[src/design/frame_ring_bump_allocator_macros.svh]
// ----------------------------------------------------------------------------
// frame_ring_bump_allocator_macros
// assertion macros shared by the frame ring bump allocator modules
// ----------------------------------------------------------------------------
`ifndef FRAME_RING_BUMP_ALLOCATOR_MACROS_SVH
`define FRAME_RING_BUMP_ALLOCATOR_MACROS_SVH

// same-cycle implication, disabled while reset is low
`define FRBA_ASSERT_SAME(label, clk, rst_n, ante, cons) \
    label: assert property (@(posedge clk) disable iff (!rst_n) (ante) |-> (cons)) \
        else $error("frba: same-cycle check failed");

// next-cycle implication, disabled while reset is low
`define FRBA_ASSERT_NEXT(label, clk, rst_n, ante, cons) \
    label: assert property (@(posedge clk) disable iff (!rst_n) (ante) |=> (cons)) \
        else $error("frba: next-cycle check failed");

`endif

[src/design/frba_pkg.sv]
// ----------------------------------------------------------------------------
// frba_pkg
// types, codes and constants of the frame ring bump allocator
// ----------------------------------------------------------------------------
`default_nettype none

package frba_pkg;

    // frames in flight and pool alignments (alignments are powers of two)
    localparam int NUM_FRAMES   = 2;
    localparam int VERTEX_ALIGN = 32;
    localparam int INDEX_ALIGN  = 16;

    localparam int SLOT_W   = $clog2(NUM_FRAMES);
    localparam int ALIGN_W  = 8;
    localparam int CAP_W    = 26;
    localparam int SIZE_W   = 23;
    localparam int OFFSET_W = 25;
    localparam int TAG_W    = 15;
    localparam int COUNT_W  = 24;
    localparam int ESIZE_W  = 8;
    localparam int HANDLE_W = 64;
    localparam int BYTES_W  = COUNT_W + ESIZE_W;

    localparam logic [ALIGN_W-1:0] VERTEX_ALIGN_M1 = ALIGN_W'(VERTEX_ALIGN - 1);
    localparam logic [ALIGN_W-1:0] INDEX_ALIGN_M1  = ALIGN_W'(INDEX_ALIGN - 1);
    localparam logic [CAP_W-1:0]   CAP_LIMIT       = CAP_W'(33554432);
    localparam logic [CAP_W-1:0]   VERTEX_CAP_RST  = CAP_W'(8388608);
    localparam logic [CAP_W-1:0]   INDEX_CAP_RST   = CAP_W'(4194304);
    localparam logic [SLOT_W-1:0]  LAST_SLOT       = SLOT_W'(NUM_FRAMES - 1);

    // configuration register indexes
    localparam logic CFG_VERTEX_CAP = 1'b0;
    localparam logic CFG_INDEX_CAP  = 1'b1;

    typedef enum logic [1:0] {
        FUNC_ALLOC  = 2'd0,
        FUNC_LOOKUP = 2'd1,
        FUNC_SWAP   = 2'd2
    } t_func;

    typedef enum logic [2:0] {
        STATUS_OK    = 3'd0,
        STATUS_EMPTY = 3'd1,
        STATUS_FULL  = 3'd2,
        STATUS_NULL  = 3'd3,
        STATUS_STALE = 3'd4
    } t_status;

    typedef struct packed {
        t_func               func;
        logic                pool;
        logic [COUNT_W-1:0]  count;
        logic [ESIZE_W-1:0]  elem_size;
        logic [HANDLE_W-1:0] handle_in;
    } t_in_item;

    typedef struct packed {
        t_status             status;
        logic [HANDLE_W-1:0] handle_out;
        logic [OFFSET_W-1:0] found_offset;
        logic [SIZE_W-1:0]   found_size;
        logic [1:0]          draw_slot_out;
        logic [CAP_W-1:0]    peak_vertex_bytes;
        logic [CAP_W-1:0]    peak_index_bytes;
    } t_out_item;

    typedef struct packed {
        logic [CAP_W-1:0] vertex_cap;
        logic [CAP_W-1:0] index_cap;
    } t_cfg;

endpackage

`default_nettype wire

[src/design/frba_core.sv]
// ----------------------------------------------------------------------------
// frba_core
// allocator state and the single-pass allocate / lookup / swap logic
// ----------------------------------------------------------------------------
`default_nettype none
`include "frame_ring_bump_allocator_macros.svh"

module frba_core (
    input  wire                  i_clk,
    input  wire                  i_rst_n,
    input  wire                  i_fire,
    input  wire frba_pkg::t_in_item i_item,
    input  wire frba_pkg::t_cfg  i_cfg,
    output frba_pkg::t_out_item  o_result
);
    import frba_pkg::*;

    logic [SLOT_W-1:0] r_write_slot, n_write_slot;
    logic [SLOT_W-1:0] r_draw_slot, n_draw_slot;
    logic [TAG_W-1:0]  r_frame_tag, n_frame_tag;
    logic [CAP_W-1:0]  r_vertex_used [NUM_FRAMES];
    logic [CAP_W-1:0]  n_vertex_used [NUM_FRAMES];
    logic [CAP_W-1:0]  r_index_used [NUM_FRAMES];
    logic [CAP_W-1:0]  n_index_used [NUM_FRAMES];
    logic [CAP_W-1:0]  r_peak_vertex, n_peak_vertex;
    logic [CAP_W-1:0]  r_peak_index, n_peak_index;

    logic [ALIGN_W-1:0] w_align_m1;
    logic [BYTES_W-1:0] w_bytes;
    logic [BYTES_W:0]   w_round_sum;
    logic [BYTES_W:0]   w_rounded;
    logic [CAP_W-1:0]   w_used;
    logic [CAP_W-1:0]   w_cap;
    logic [CAP_W-1:0]   w_cap_eff;
    logic [CAP_W:0]     w_sum;
    logic               w_over;
    logic [TAG_W-1:0]   w_prev_tag;

    // size rounding: product, then up to the pool alignment
    assign w_align_m1  = i_item.pool ? INDEX_ALIGN_M1 : VERTEX_ALIGN_M1;
    assign w_bytes     = {{ESIZE_W{1'b0}}, i_item.count} * {{COUNT_W{1'b0}}, i_item.elem_size};
    assign w_round_sum = {1'b0, w_bytes} + (BYTES_W + 1)'(w_align_m1);
    assign w_rounded   = w_round_sum & ~((BYTES_W + 1)'(w_align_m1));

    // bump check against the clamped capacity
    assign w_used    = i_item.pool ? r_index_used[r_write_slot] : r_vertex_used[r_write_slot];
    assign w_cap     = i_item.pool ? i_cfg.index_cap : i_cfg.vertex_cap;
    assign w_cap_eff = (w_cap > CAP_LIMIT) ? CAP_LIMIT : w_cap;
    assign w_sum     = {1'b0, w_used} + (CAP_W + 1)'(w_rounded[SIZE_W-1:0]);
    assign w_over    = (|w_rounded[BYTES_W:SIZE_W]) || (w_sum > {1'b0, w_cap_eff});

    assign w_prev_tag = r_frame_tag - TAG_W'(1);

    always_comb begin
        n_write_slot  = r_write_slot;
        n_draw_slot   = r_draw_slot;
        n_frame_tag   = r_frame_tag;
        n_vertex_used = r_vertex_used;
        n_index_used  = r_index_used;
        n_peak_vertex = r_peak_vertex;
        n_peak_index  = r_peak_index;

        o_result = '0;
        o_result.status = STATUS_OK;

        case (i_item.func)
            FUNC_ALLOC: begin
                if (w_rounded == '0) begin
                    o_result.status = STATUS_EMPTY;
                end else if (w_over) begin
                    o_result.status = STATUS_FULL;
                end else begin
                    if (i_item.pool) begin
                        n_index_used[r_write_slot] = w_sum[CAP_W-1:0];
                    end else begin
                        n_vertex_used[r_write_slot] = w_sum[CAP_W-1:0];
                    end
                    o_result.handle_out = {r_frame_tag, w_used[OFFSET_W-1:0],
                                           w_rounded[SIZE_W-1:0], 1'b0};
                end
            end
            FUNC_LOOKUP: begin
                if (i_item.handle_in == '0) begin
                    o_result.status = STATUS_NULL;
                end else if (i_item.handle_in[HANDLE_W-1 -: TAG_W] != w_prev_tag) begin
                    o_result.status = STATUS_STALE;
                end else begin
                    o_result.found_offset = i_item.handle_in[SIZE_W+OFFSET_W:SIZE_W+1];
                    o_result.found_size   = i_item.handle_in[SIZE_W:1];
                end
            end
            FUNC_SWAP: begin
                if (r_vertex_used[r_write_slot] > r_peak_vertex) begin
                    n_peak_vertex = r_vertex_used[r_write_slot];
                end
                if (r_index_used[r_write_slot] > r_peak_index) begin
                    n_peak_index = r_index_used[r_write_slot];
                end
                n_draw_slot  = r_write_slot;
                n_frame_tag  = r_frame_tag + TAG_W'(1);
                n_write_slot = (r_write_slot == LAST_SLOT) ? '0 : r_write_slot + SLOT_W'(1);
                n_vertex_used[n_write_slot] = '0;
                n_index_used[n_write_slot]  = '0;
            end
            default: begin
            end
        endcase

        o_result.draw_slot_out     = 2'(n_draw_slot);
        o_result.peak_vertex_bytes = n_peak_vertex;
        o_result.peak_index_bytes  = n_peak_index;
    end

    always_ff @(posedge i_clk) begin
        if (!i_rst_n) begin
            r_write_slot  <= '0;
            r_draw_slot   <= '0;
            r_frame_tag   <= '0;
            r_peak_vertex <= '0;
            r_peak_index  <= '0;
            for (int i = 0; i < NUM_FRAMES; i++) begin
                r_vertex_used[i] <= '0;
                r_index_used[i]  <= '0;
            end
        end else if (i_fire) begin
            r_write_slot  <= n_write_slot;
            r_draw_slot   <= n_draw_slot;
            r_frame_tag   <= n_frame_tag;
            r_peak_vertex <= n_peak_vertex;
            r_peak_index  <= n_peak_index;
            r_vertex_used <= n_vertex_used;
            r_index_used  <= n_index_used;
        end
    end

    // a granted allocation always carries a non-null handle
    `FRBA_ASSERT_SAME(a_alloc_handle, i_clk, i_rst_n,
        i_fire && i_item.func == FUNC_ALLOC && o_result.status == STATUS_OK,
        o_result.handle_out != '0)
    // a swap leaves the new write slot empty in both pools
    `FRBA_ASSERT_NEXT(a_swap_clears, i_clk, i_rst_n,
        i_fire && i_item.func == FUNC_SWAP,
        r_vertex_used[r_write_slot] == '0 && r_index_used[r_write_slot] == '0)
    // high-water marks never fall
    `FRBA_ASSERT_NEXT(a_peak_rises, i_clk, i_rst_n, 1'b1,
        r_peak_vertex >= $past(r_peak_vertex) && r_peak_index >= $past(r_peak_index))

endmodule

`default_nettype wire

[src/design/frame_ring_bump_allocator.sv]
// ----------------------------------------------------------------------------
// frame_ring_bump_allocator
// per-frame linear bump allocator for a vertex pool and an index pool
// ----------------------------------------------------------------------------
// One result item per input item, in order. The block takes one item per
// cycle unless the input side stalls; a taken item sits in the input register
// and, once the result register is free, passes through the allocate /
// lookup / swap logic into the result register. The pass is one product of
// count and element size, a round-up to the pool alignment and one add and
// compare against the clamped slot capacity. The input side stalls only while
// both the input and result registers are full and the result is stalled.
// Capacities are to be written through the config port only while the block
// is idle, not enforced by the block. Index 0: vertex pool, 1: index pool.
// ----------------------------------------------------------------------------
`default_nettype none
`include "frame_ring_bump_allocator_macros.svh"

module frame_ring_bump_allocator (
    input  wire                    i_clk,
    input  wire                    i_rst_n,
    // item input channel
    input  wire                    i_in_valid,
    output logic                   o_in_stall,
    input  wire frba_pkg::t_in_item i_in,
    // result channel
    output logic                   o_out_valid,
    input  wire                    i_out_stall,
    output frba_pkg::t_out_item    o_out,
    // capacity write port
    input  wire                    i_cfg_we,
    input  wire                    i_cfg_index,
    input  wire [frba_pkg::CAP_W-1:0] i_cfg_wdata
);
    import frba_pkg::*;

    // input register
    logic      r_in_valid;
    t_in_item  r_in;
    // result register
    logic      r_out_valid;
    t_out_item r_out;
    // capacity registers
    t_cfg      r_cfg;

    logic      w_out_free;
    logic      w_fire;
    t_out_item w_result;

    // the result register can load when empty or being drained this cycle
    assign w_out_free = !r_out_valid || !i_out_stall;
    assign w_fire     = r_in_valid && w_out_free;
    assign o_in_stall = r_in_valid && !w_out_free;

    assign o_out_valid = r_out_valid;
    assign o_out       = r_out;

    frba_core u_core (
        .i_clk    (i_clk),
        .i_rst_n  (i_rst_n),
        .i_fire   (w_fire),
        .i_item   (r_in),
        .i_cfg    (r_cfg),
        .o_result (w_result)
    );

    // handshake control
    always_ff @(posedge i_clk) begin
        if (!i_rst_n) begin
            r_in_valid  <= 1'b0;
            r_out_valid <= 1'b0;
        end else begin
            if (!o_in_stall) begin
                r_in_valid <= i_in_valid;
            end
            if (w_out_free) begin
                r_out_valid <= w_fire;
            end
        end
    end

    // payload, no reset needed
    always_ff @(posedge i_clk) begin
        if (i_in_valid && !o_in_stall) begin
            r_in <= i_in;
        end
        if (w_fire) begin
            r_out <= w_result;
        end
    end

    // capacity registers
    always_ff @(posedge i_clk) begin
        if (!i_rst_n) begin
            r_cfg.vertex_cap <= VERTEX_CAP_RST;
            r_cfg.index_cap  <= INDEX_CAP_RST;
        end else if (i_cfg_we) begin
            case (i_cfg_index)
                CFG_VERTEX_CAP: r_cfg.vertex_cap <= i_cfg_wdata;
                CFG_INDEX_CAP:  r_cfg.index_cap  <= i_cfg_wdata;
                default: begin
                end
            endcase
        end
    end

    // an item that moves through the logic lands in the result register
    `FRBA_ASSERT_NEXT(a_fire_loads, i_clk, i_rst_n, w_fire, r_out_valid)
    // input stall only with a full pipe behind a stalled result
    `FRBA_ASSERT_SAME(a_stall_cause, i_clk, i_rst_n, o_in_stall,
        r_in_valid && r_out_valid && i_out_stall)

endmodule

`default_nettype wire

[config.mk]
export PLATFORM = sky130hd
export DESIGN_NAME = frame_ring_bump_allocator
export DESIGN_NICKNAME = d
export VERILOG_FILES = /design/src/design/frba_pkg.sv /design/src/design/frba_core.sv /design/src/design/frame_ring_bump_allocator.sv
export VERILOG_INCLUDE_DIRS = /design/src /design/src/design
export SDC_FILE = /design/constraint.sdc
export NUM_CORES = 1
export LEC_CHECK = 0
export BUFFER_PORTS_ARGS = -buffer_cell sky130_fd_sc_hd__buf_2
export CORE_ASPECT_RATIO = 0.6
export CORE_MARGIN = 8
export CORE_UTILIZATION = 27
export DETAILED_ROUTE_END_ITERATION = 8
export PLACE_DENSITY_LB_ADDON = 0.3
export SLEW_MARGIN = 20
export SYNTH_ARGS = -nofsm -noshare
export SYNTH_HDL_FRONTEND = slang
export SYNTH_SLANG_ARGS = --single-unit
[constraint.sdc]
create_clock -name i_clk -period 16.4 [get_ports i_clk]
set_clock_uncertainty 0.05 [all_clocks]
set_input_delay 0.82 -clock i_clk [delete_from_list [all_inputs] [get_ports i_clk]]
set_output_delay 0.82 -clock i_clk [all_outputs]
set_load 0.005 [all_outputs]
# After elaboration in Yosys (flattened, before gate mapping)
# Index checks and enable logic that the tools add are counted.
[op_classes] add_sub_neg=5 n_mul=1 n_lt_le_gt_ge=8 eq_ne=7 muxes=35 n_bitwise=10 reduce_logical=24
[op_table] op="26-bit two-way mux" n=15
[op_table] op="52-bit two-way mux" n=6
[op_table] op="52-bit case mux with 2 select lines" n=2
[op_table] op="52-bit bitwise AND" n=2
[op_table] op="52-bit bitwise mux" n=2
[op_table] op="64-bit logical NOT" n=1
[op_table] op="26-bit demux with 1-bit select" n=2
[op_table] op="26-bit greater-than comparator" n=2
[op_table] op="52-bit inverter" n=1
[op_table] op="32-bit by 8-bit adder with 33-bit output" n=1
[op_table] op="33-bit bitwise AND" n=1
[op_table] op="33-bit logical NOT" n=1
[op_table] op="8-bit inverter with 33-bit output" n=1
[op_table] op="24-bit by 8-bit multiplier with 32-bit output" n=1
[op_table] op="26-bit by 23-bit adder with 27-bit output" n=1
[op_table] op="27-bit by 26-bit greater-than comparator with 1-bit output" n=1
[op_table] op="26-bit greater-than comparator (second input constant)" n=1
[op_table] op="15-bit by 1-bit adder with 15-bit output (second input constant)" n=1
[op_table] op="15-bit != test" n=1
[op_table] op="15-bit by 1-bit subtractor with 15-bit output (second input constant)" n=1
[op_table] op="5-bit AND reduction" n=2
[op_table] op="10-bit OR reduction" n=1
[op_table] op="3-bit two-way mux" n=3
[op_table] op="2-bit != test (second input constant)" n=4
[op_table] op="19 further kinds" n=36
[totals] regBits=494 input_bits=131 output_inout_bits=171 word_cells=116

# Longest topological paths before layout
# Gate-level depths: netlist of run 1.
[logic_depth] word_depth=11 depth_mapped=45 depth_no_buf=40

# Hierarchy
# Synthesis of run 1 repeated with hierarchy kept, for this count alone.
[hier_totals] cells_unflattened=2832 area_unflattened_um2=29386.9
[by_module_without_submodules] mod="frba_core" n_inst=1 cells_per_inst=2355 area_per_inst_um2=19277.2 seq_area_each_um2=3463.3
[by_module_without_submodules] mod="frame_ring_bump_allocator" n_inst=1 cells_per_inst=477 area_per_inst_um2=10109.7 seq_area_each_um2=9128.8

# Worst setup path before layout of run 1
# OpenSTA, ideal clock, no wires.
[synth_timing] path_type="flip-flop to flip-flop" start="register r_in[71] (netlist bit)" end="register u_core.r_vertex_used[50] (netlist bit)" setup_time_ps=147 t_arrival_ps=8983 required_time_ps=16203 setup_slack_ps=7221 stages_incl_launch_ff=41 synth_period_minus_slack_ps=9179 cell_sequence="edfxtp_1 > clkbuf_1 > nand2_1 > fa_1 > fa_1 > inv_1 > fa_1 > inv_1 > fa_1 > inv_1 > ha_1 > buf_2 > o21a_1 > a21oi_2 > or2_4 > nand3_1 > o21ai_0 > inv_1 > [... 5 more ...] > o221ai_2 > nor3_1 > o22ai_1 > xnor2_1 > ha_1 > nand4_1 > nor4_1 > a2111oi_0 > nand2_1 > nor3_1 > o31ai_1 > or2_0 > o22a_1 > nor4b_2 > nand3_1 > buf_2 > buf_2 > mux2i_1"
[synth_via] elab_chain_len=9
[synth_rtl] item="start, declared" line="frame_ring_bump_allocator.sv:38" source="t_in_item r_in;"
[synth_rtl] item="start signal, assigned" line="frame_ring_bump_allocator.sv:84" source="r_in <= i_in;"
[synth_rtl] item="24-bit by 8-bit multiplier with 32-bit output (*)" line="frba_core.sv:41" source="assign w_bytes = {{ESIZE_W{1'b0}}, i_item.count} * {{COUNT_W{1'b0}}, i_item.elem_size};"
[synth_rtl] item="32-bit by 8-bit adder with 33-bit output (*)" line="frba_core.sv:42" source="assign w_round_sum = {1'b0, w_bytes} + (BYTES_W + 1)'(w_align_m1);"
[synth_rtl] item="net u_core.w_round_sum[11]" line="frba_core.sv:30" source="logic [BYTES_W:0] w_round_sum;"
[synth_rtl] item="33-bit bitwise AND (*)" line="frba_core.sv:43" source="assign w_rounded = w_round_sum & ~((BYTES_W + 1)'(w_align_m1));"
[synth_rtl] item="branches (longest 6 deep; another with 26-bit by 23-bit adder with 27-bit output)"
[synth_rtl] item="end signal, assigned" line="frba_core.sv:131" source="r_vertex_used <= n_vertex_used;"
[synth_rtl] item="end, declared" line="frba_core.sv:21" source="logic [CAP_W-1:0] r_vertex_used [NUM_FRAMES];"
# Mark *: on every way through the listed nets, which the timed path passes. The select of a mux whose other input is x is not followed.
# A chain may end at the register's enable or synchronous reset.

# Worst setup path in the final report of run 1
[layout_timing] start="register r_in[64] (netlist bit)" end="register u_core.r_index_used[16] (netlist bit)"
[layout_via] elab_chain_len=9
[layout_rtl] item="24-bit by 8-bit multiplier with 32-bit output (*)" line="frba_core.sv:41"
[layout_rtl] item="32-bit by 8-bit adder with 33-bit output (*)" line="frba_core.sv:42"
[layout_rtl] item="net u_core.w_round_sum[7]" line="frba_core.sv:30"
[layout_rtl] item="33-bit bitwise AND (*)" line="frba_core.sv:43"
[layout_rtl] item="branches (longest 6 deep; another with 26-bit by 23-bit adder with 27-bit output)"
[layout_rtl] item="end signal, assigned" line="frba_core.sv:132" source="r_index_used <= n_index_used;"
[layout_rtl] item="end, declared" line="frba_core.sv:23" source="logic [CAP_W-1:0] r_index_used [NUM_FRAMES];"
# Marks and branches as above.

==> flow_summary.ini, run 1 <==
[run_status]
status = completed

[worst_setup_path]
crit_type = flip-flop to flip-flop
cp_slowest_stage_delay_ns = 0.94
cp.required_ns = 16.91
crit_path_start_kind = flip-flop
cp_max_fo = 25
crit_slowest_cell = edfxtp_1
crit_top_cell = ha_1
crit_path_end_kind = flip-flop
crit_arrival_ns = 12.16

[clock_tree]
cts-hold-fix-buffers = 0
cts-htree-levels = 2
clk_latency_ns = 0.64
cts_resized = 0
numCtsBuffers = 51
cts_max_path_buffers = 3
clockRootBuffer = clkbuf_16
cts.clk_slew.worst_paths_ns = 0.07
cts_tree = yes
cts_sinks = 489
cts_setup_buffers = 0

[place]
portBuffers = 295
dp.cells = 4579
place.gp.congestion = 0.8886
place_hpwl_um = 71440
preCtsSetupSlack_ns = 4.972

[floorplanning]
die_w_um = 443.2
die_y_um = 272.3
core_um2 = 109100
die_area_um2 = 120700
rows = 94
pin_count = 302
initial_utilization_pct = 27.09

[logic_synthesis]
yosysWarnings = 0
ys_seq_area_share_pct = 41.99
synthArstFlopShare_pct = 0
synth_cell_types = 92
synth-edff-count = 262
synth-seq-cells = 489
synthCells = 2953
syn-cell-area_um2 = 29560
synthFlopType = edfxtp_1
synth_area_per_cell_um2 = 10.01

[sta]
min_period_ns = 11.65
slew_headroom_pct = 29.54
tightest_slew_ns = 1.053
maxSlewViolCount = 0
rsz0062_at_grt = no
tns_ns = 0
max_freq_mhz = 85.83
fin_crit_sh_pct = 71.04
hold_viol = 0
fin_hold_ws_ns = 0.3086
layout_setup_ws_ns = 4.750
setup_viol = 0

[power_and_ir_drop]
power_density_nw_per_um2 = 169.4
ir_drop_mv = 0.1644
power.leakage_nw = 14.26

[grt]
use_met1_pct = 22.99
grt_util_met3_pct = 4.531
grt_max_degree = 74
grt.total_usage_pct = 14.99
grt.overflow.total = 0
busiest_layer = met1
first_global_vias = 21723
grt_pass1_wl_um = 141000
use_met2_pct = 20.60
grt_antenna_before_repair = 19

[routing]
wl_um = 92690
drt_pass1_iterations = 5
post_drt_wl_per_cell_um = 19.79
drcViolationCount = 0
num_vias = 22192
drt-vias-per-instance = 4.739
drtIter0Drc = 1734
postRouteAntennaNets = 0

[final_layout]
instances_no_fill = 4683
layout_common_cells = nand2_1, buf_2, inv_1
drive_gt1_share_pct = 17.03
nNetsFinal = 3630
layout_commonest_cell = nand2_1
syn_to_final_growth_pct = 15.84
fill_cells = 11360
register_area_um2 = 12410
multiInputGateArea_um2 = 15590

[hold_path]
min_path_type = primary input to flip-flop

[run]
drv_cap = 0
-- critical path: cells and delay by family (launching register included) --
family,cells,cell delay (ns)
compound gates,12,2.46
simple gates,11,3.88
buf+inv,4,0.52
flops,1,0.94
fa+ha+maj,7,2.72
xor+xnor,2,0.98
-- through the flow --
step / util (%) / power [mW] / area, µm²
5_1_grt: 31.36 / 6.276 / 34230
6_report: 31.38 / 5.802 / 34250
3_3_place_gp: 29.81 / 4.565 / 32530
3_5_place_dp: 29.81 / 4.585 / 32530
2_1_floorplan: - / 3.616 / 29580
4_1_cts: 31.35 / 5.810 / 34220
-- layout make-up --
type,instances,share of cell area [%]
multi-input combinational,2054,45.54
sequential,489,36.25
tap,1440,5.261
timing repair buffer,325,4.969
clock buffer,68,4.092
inverter,271,3.000
clock inverter,28,0.8367
antenna,8,0.05846
-- routing by layer --
metal	vias to the layer above	wire [µm]
met3	100	8154
met4	16	1498
met5	-	99
li1	10660	-
met2	677	36070
met1	10739	46860
-- cell usage after synthesis, drive strengths merged (8+ instances only) --
| cell type | number | area, µm² |
|---|---|---|
| mux2i | 44 | 440.4 |
| nand4 | 35 | 219.0 |
| and2 | 264 | 1654 |
| a21o | 27 | 202.7 |
| xnor2 | 40 | 350.3 |
| a22o | 12 | 105.1 |
| o211ai | 9 | 67.56 |
| or2 | 8 | 52.55 |
| mux2 | 92 | 1036 |
| and3 | 14 | 87.58 |
| buf | 27 | 178.9 |
| fa | 136 | 2723 |
| o2bb2ai | 26 | 352.8 |
| a31oi | 9 | 56.30 |
| o21bai | 8 | 60.06 |
| nand2b | 11 | 68.82 |
| o21ai | 64 | 320.3 |
| o21a | 20 | 150.1 |
| inv | 270 | 1013 |
| or3 | 11 | 78.82 |
| nor4 | 39 | 265.3 |
| nor3 | 35 | 185.2 |
| dfxtp | 227 | 4544 |
| xor2 | 23 | 201.4 |
| o31ai | 11 | 82.58 |
| nand2 | 317 | 1192 |
| a211oi | 63 | 483.0 |
| ha | 171 | 2140 |
| nor2b | 21 | 131.4 |
| clkbuf | 117 | 440.4 |
| o22ai | 27 | 168.9 |
| nor2 | 219 | 822.0 |
| and4 | 8 | 70.07 |
| nand3 | 29 | 145.1 |
| a21oi | 184 | 928.4 |
| edfxtp | 262 | 7868 |
-- report_power, final --
part	leakage, nW	internal, mW	switching, mW
Sequential	4.33	1.40	0.0443
Clock	0.830	0.659	0.531
Combinational	9.11	1.08	2.08
-- cells by family (layout without fill, tap and decap cells) --
family | after synthesis | count (layout) | share of synthesized area [%]
and+or+nand+nor | 1033 | 1033 | 17.45
DFF | 489 | 489 | 41.99
adders and majority gates | 307 | 307 | 16.45
muxes | 138 | 138 | 5.147
AOI/OAI and AO/OA | 507 | 507 | 11.55
other | 1 | 14 | 0.01269
buffers and inverters | 415 | 692 | 5.536
xor gates and xnor gates | 63 | 63 | 1.867
-- worst paths after layout --
kind	slack [ns]	cells past startpoint	start	endpoint
worst min register to register	0.41	2	r_cfg[25]$_SDFFE_PN0P_	r_cfg[25]$_SDFFE_PN0P_
worst max-delay path	4.75	36	r_in[64]$_DFFE_PP_	u_core.r_index_used[16]$_SDFFE_PN0P_
worst max register to register	4.75	36	r_in[64]$_DFFE_PP_	u_core.r_index_used[16]$_SDFFE_PN0P_
worst min-delay path	0.31	1	i_in[74]	r_in[74]$_DFFE_PP_
-- sequential cells by signal (all words and copies together), names as in the netlist --
| register | cells |
|---|---|
| u_core.r_frame_tag | 15 |
| o_out | 163 |
| o_out_valid | 1 |
| u_core.r_index_used | 52 |
| u_core.r_peak_vertex | 26 |
| u_core.r_write_slot | 1 |
| r_in | 99 |
| u_core.r_draw_slot | 1 |
| r_cfg | 52 |
| r_in_valid | 1 |
| u_core.r_vertex_used | 52 |
| u_core.r_peak_index | 26 |
Power figures use the tool's default switching activity.
==> inputs of run 2 (changes only) <==
Clock period 16.4 ns to 10.2 ns, I/O delays scaled along.
==> flow_summary.ini, run 2 (synthesis results as in run 1) <==
[clock_tree]
cts_max_path_buffers = 3
clk_latency_ns = 0.64
cts-htree-levels = 2
clockRootBuffer = clkbuf_16
cts_sinks = 489
cts_tree = yes
numCtsBuffers = 52
cts.clk_slew.worst_paths_ns = 0.07

[routing]
num_vias = 22697
drcViolationCount = 0
drt-vias-per-instance = 4.709
wl_um = 94810
post_drt_wl_per_cell_um = 19.67
drt_pass1_iterations = 5
drtIter0Drc = 1816
postRouteAntennaNets = 0

[sta]
maxSlewViolCount = 0
max_freq_mhz = 103.1
min_period_ns = 9.697
slew_headroom_pct = 27.89
fin_crit_sh_pct = 95.07
layout_setup_ws_ns = 0.5029
setup_viol = 0
hold_viol = 0
tightest_slew_ns = 1.082

[final_layout]
drive_gt1_share_pct = 18.53
nNetsFinal = 3763
largest_reg_flops = 163
syn_to_final_growth_pct = 21.09
fill_cells = 11289
layout_commonest_cell = nand2_1
layout_common_cells = nand2_1, buf_2, inv_1

[floorplanning]
pin_count = 302
die_w_um = 443.2
rows = 94
die_area_um2 = 120700
core_um2 = 109100
initial_utilization_pct = 27.09
die_y_um = 272.3

[hold_path]
hold_depth = 1
hold-path-endpoint = r_in[81]$_DFFE_PP_
min_path_type = primary input to flip-flop
worstHoldStart = i_in[81]

[worst_setup_path]
crit_slowest_cell = or4b_1
crit_path_end_kind = flip-flop
worstReg2RegStart = r_in[74]$_DFFE_PP_
reg2regPathDepth = 39
crit_type = flip-flop to flip-flop
crit_path_start_kind = flip-flop
cp.required_ns = 10.68
rrSetupSlack_ns = 0.50
cp_max_fo = 13
crit_arrival_ns = 10.17
cp_slowest_stage_delay_ns = 0.59
worst_r2r_endpoint = u_core.r_index_used[48]$_SDFFE_PN0P_

[place]
place.gp.congestion = 0.8767
portBuffers = 295
place_hpwl_um = 72550
preCtsSetupSlack_ns = 0.2672

[grt]
grt_max_degree = 75
grt_pass1_wl_um = 143000
grt_antenna_before_repair = 16
grt.total_usage_pct = 15.18
grt.overflow.total = 0
first_global_vias = 22143

[power_and_ir_drop]
p_total_mw = 9.914
power.leakage_nw = 14.93
ir_drop_mv = 0.1791
power_density_nw_per_um2 = 277.0

[run_status]
status = completed

[run]
drv_cap = 0
==> run 2: layer usage <==
layer	GRT usage (%)	wire length (µm)
met5	0	50
met4	2.571	1453
met3	4.309	8120
met2	20.98	37240
met1	23.39	47950
==> run 2: stage by stage <==
step	area (µm²)	setup TNS (ns)	hold WS (ns)	std cells	util (%)
floorplan	29580	0	0.3757	2958	-
global placement	32800	0	0.3908	4615	30.06
detailed placement	32800	0	0.3919	4615	30.06
CTS	35570	0	0.002453	4805	32.59
global route	35780	-0.04520	0.0006575	4812	32.78
finish	35800	0	0.04066	4820	32.80
==> run 2: final cells by class <==
class / count / area, µm² / share of cell area (%)
Antenna cell: 12 / 30.03 / 0.08389
Clock buffer: 68 / 1528 / 4.268
Clock inverter: 29 / 307.8 / 0.8599
Timing Repair Buffer: 456 / 2929 / 8.183
Multi-Input combinational cell: 2055 / 15760 / 44.02
Inverter: 271 / 1027 / 2.870
Tap cell: 1440 / 1802 / 5.033
Sequential cell: 489 / 12410 / 34.68
==> run 2: critical path, delay by kind of cell (launching register included) <==
kind | cells | cell delay [ns]
buf+inv | 5 | 0.59
simple gates | 11 | 2.22
flops | 1 | 0.55
xor+xnor | 2 | 0.41
fa+ha+maj | 7 | 3.02
compound gates | 14 | 2.76
==> run 2: worst max-delay path by stage <==
stage	startpoint	end	slack (ns)
global placement	r_in[68]$_DFFE_PP_	u_core.r_vertex_used[16]$_SDFFE_PN0P_	0.36
global route	r_in[73]$_DFFE_PP_	u_core.r_index_used[48]$_SDFFE_PN0P_	-0.02
CTS	r_in[68]$_DFFE_PP_	u_core.r_vertex_used[13]$_SDFFE_PN0P_	0.22
finish	r_in[74]$_DFFE_PP_	u_core.r_index_used[48]$_SDFFE_PN0P_	0.50
detailed placement	r_in[68]$_DFFE_PP_	u_core.r_vertex_used[11]$_SDFFE_PN0P_	0.27
floorplan	r_in[71]$_DFFE_PP_	u_core.r_vertex_used[50]$_SDFFE_PN0P_	1.02
==> run 2: power breakdown <==
part	switching (mW)	internal [mW]	leakage, nW
Sequential	0.0648	2.25	4.33
Clock	0.885	1.17	0.899
Combinational	3.52	2.02	9.70
==> run 2: what timing repair did <==
item | in CTS | in global routing
gates resized for setup | 0 | 35
hold buffers | 93 | 0
setup buffers | 0 | 2
setup endpoints to repair | 0 | 151
hold endpoints to repair | 93 | 0
==> inputs of run 3 (changes only) <==
Settings changed: CELL_PAD_IN_SITES_DETAIL_PLACEMENT set to 0, CELL_PAD_IN_SITES_GLOBAL_PLACEMENT set to 1.
==> flow_summary.ini, run 3 (synthesis results as in run 1) <==
[final_layout]
layout_common_cells = nand2_1, buf_2, inv_1
register_area_um2 = 12410
fill_cells = 11249
instances_no_fill = 4814
layout_commonest_cell = nand2_1
drive_gt1_share_pct = 18.54
largest_reg_flops = 163
final_area_um2 = 35760
multiInputGateArea_um2 = 15790
nNetsFinal = 3759
syn_to_final_growth_pct = 20.96

[power_and_ir_drop]
power.leakage_nw = 14.92
p_total_mw = 9.905
power_switching_mw = 4.499
combPwrFrac_pct = 56.7
seqPwrFrac_pct = 23.3
clkPwrFrac_pct = 20.0
swShare_pct = 45.42
ir_drop_mv = 0.1868
power_density_nw_per_um2 = 277.0
p_int_mw = 5.407

[sta]
hold_viol = 0
layout_setup_ws_ns = 0.4803
slew_headroom_pct = 28.10
maxSlewViolCount = 0
rsz0062_at_grt = no
tightest_slew_ns = 1.069
max_freq_mhz = 102.9
fin_hold_ws_ns = 0.04247
fin_crit_sh_pct = 95.29
min_period_ns = 9.720
setup_viol = 0

[worst_setup_path]
crit_path_end_kind = flip-flop
cp_slowest_stage_delay_ns = 0.59
cp_max_fo = 26
crit_path_start_kind = flip-flop
crit_top_cell = fa_1
crit_arrival_ns = 10.21
crit_slowest_cell = or4b_4
cp.required_ns = 10.69
crit_type = flip-flop to flip-flop

[routing]
drt_pass1_iterations = 7
drtIter0Drc = 1494
drt-vias-per-instance = 4.631
post_drt_wl_per_cell_um = 19.59
num_vias = 22292
wl_um = 94320
postRouteAntennaNets = 0
drcViolationCount = 0

[place]
place.gp.congestion = 0.8543
preCtsSetupSlack_ns = -0.4004
dp.cells = 4609
place_area_um2 = 32780
place_hpwl_um = 71830
portBuffers = 295

[run]
drv_cap = 0

[clock_tree]
clockRootBuffer = clkbuf_16
cts.clk_slew.worst_paths_ns = 0.07
cts_tree = yes
cts_sinks = 489
numCtsBuffers = 52
cts-htree-levels = 2
cts_max_path_buffers = 3
clk_latency_ns = 0.65

[hold_path]
min_path_type = primary input to flip-flop

[floorplanning]
pin_count = 302
die_area_um2 = 120700
die_y_um = 272.3
rows = 94
core_um2 = 109100
initial_utilization_pct = 27.09
die_w_um = 443.2

[grt]
grt_max_degree = 119
grt_antenna_before_repair = 12
grt_pass1_wl_um = 144200
grt.total_usage_pct = 15.29
grt.overflow.total = 0
first_global_vias = 22465

[run_status]
status = completed
## run 3: cell count changes in the layout (fill, tap and decap cells not counted), moves of 3 or more
| cell | previous run | this run |
|---|---|---|
| a21oi_2 | 2 | 5 |
| a21oi_1 | 180 | 177 |
| buf_4 | 65 | 60 |
| bufinv_16 | 4 | 1 |
| diode_2 | 12 | 9 |
| ha_2 | 4 | 1 |
| nor3_2 | 2 | 5 |
## run 3: area by class of cell
| cell class | count | area share, % |
|---|---|---|
| multi-input cells | 2054 | 44.15 |
| well taps | 1440 | 5.039 |
| clock buffers | 69 | 4.255 |
| flip-flops and latches | 489 | 34.71 |
| diodes | 9 | 0.06298 |
| repair buffers | 453 | 8.170 |
| inverters | 271 | 2.873 |
| clock inverters | 29 | 0.7348 |
## run 3: worst max-delay path, delay by kind of cell (launching register included)
| family | cells | cell delay [ns] |
|---|---|---|
| AOI/OAI and AO/OA | 11 | 2.64 |
| xor gates and xnor gates | 2 | 0.43 |
| adders and majority gates | 7 | 3.03 |
| buffers and inverters | 5 | 0.73 |
| DFF | 1 | 0.52 |
| and+or+nand+nor | 10 | 2.19 |
## run 3: worst paths after layout
check / startpoint / end / slack, ns / depth (start not counted)
worst max register to register: r_in[66]$_DFFE_PP_ / u_core.r_vertex_used[10]$_SDFFE_PN0P_ / 0.48 / 35
worst min register to register: u_core.r_index_used[29]$_SDFFE_PN0P_ / u_core.r_index_used[29]$_SDFFE_PN0P_ / 0.41 / 1
worst max-delay path: r_in[66]$_DFFE_PP_ / u_core.r_vertex_used[10]$_SDFFE_PN0P_ / 0.48 / 35
worst min-delay path: i_in[92] / r_in[92]$_DFFE_PP_ / 0.04 / 1
## run 3: through the flow
stage                     TNS, ns  utilization [%]
after CTS                       0            32.56
after floorplan                 0                -
after global routing            0            32.74
after detailed placement   -17.76            30.03
final                           0            32.76
after global placement     -19.25            30.03
## run 3: power by group through the flow
stage	Sequential [mW]	Combinational, mW	Clock, mW
2_1_floorplan	2.35	3.47	0
3_3_place_gp	2.36	5.33	0
3_5_place_dp	2.36	5.30	0
4_1_cts	2.31	5.37	2.04
5_1_grt	2.33	6.21	2.12
6_report	2.31	5.61	1.98
## run 3: per-layer routing
| metal | wire [µm] | vias to the layer above | GRT usage [%] |
|---|---|---|---|
| li1 | - | 10935 | - |
| met1 | 49000 | 10734 | 23.42 |
| met2 | 36970 | 519 | 21.02 |
| met3 | 6594 | 96 | 4.457 |
| met4 | 1703 | 8 | 3.018 |
| met5 | 48 | - | 0 |
## run 3: what timing repair did
action / CTS / global route
endpoints found under the setup margin: 126 / 156
endpoints found under the hold margin: 94 / 0
pin swaps: 0 / 5
hold buffers: 94 / 0
resized for setup: 5 / 35
gates cloned: 0 / 0
buffers inserted: 0 / 4
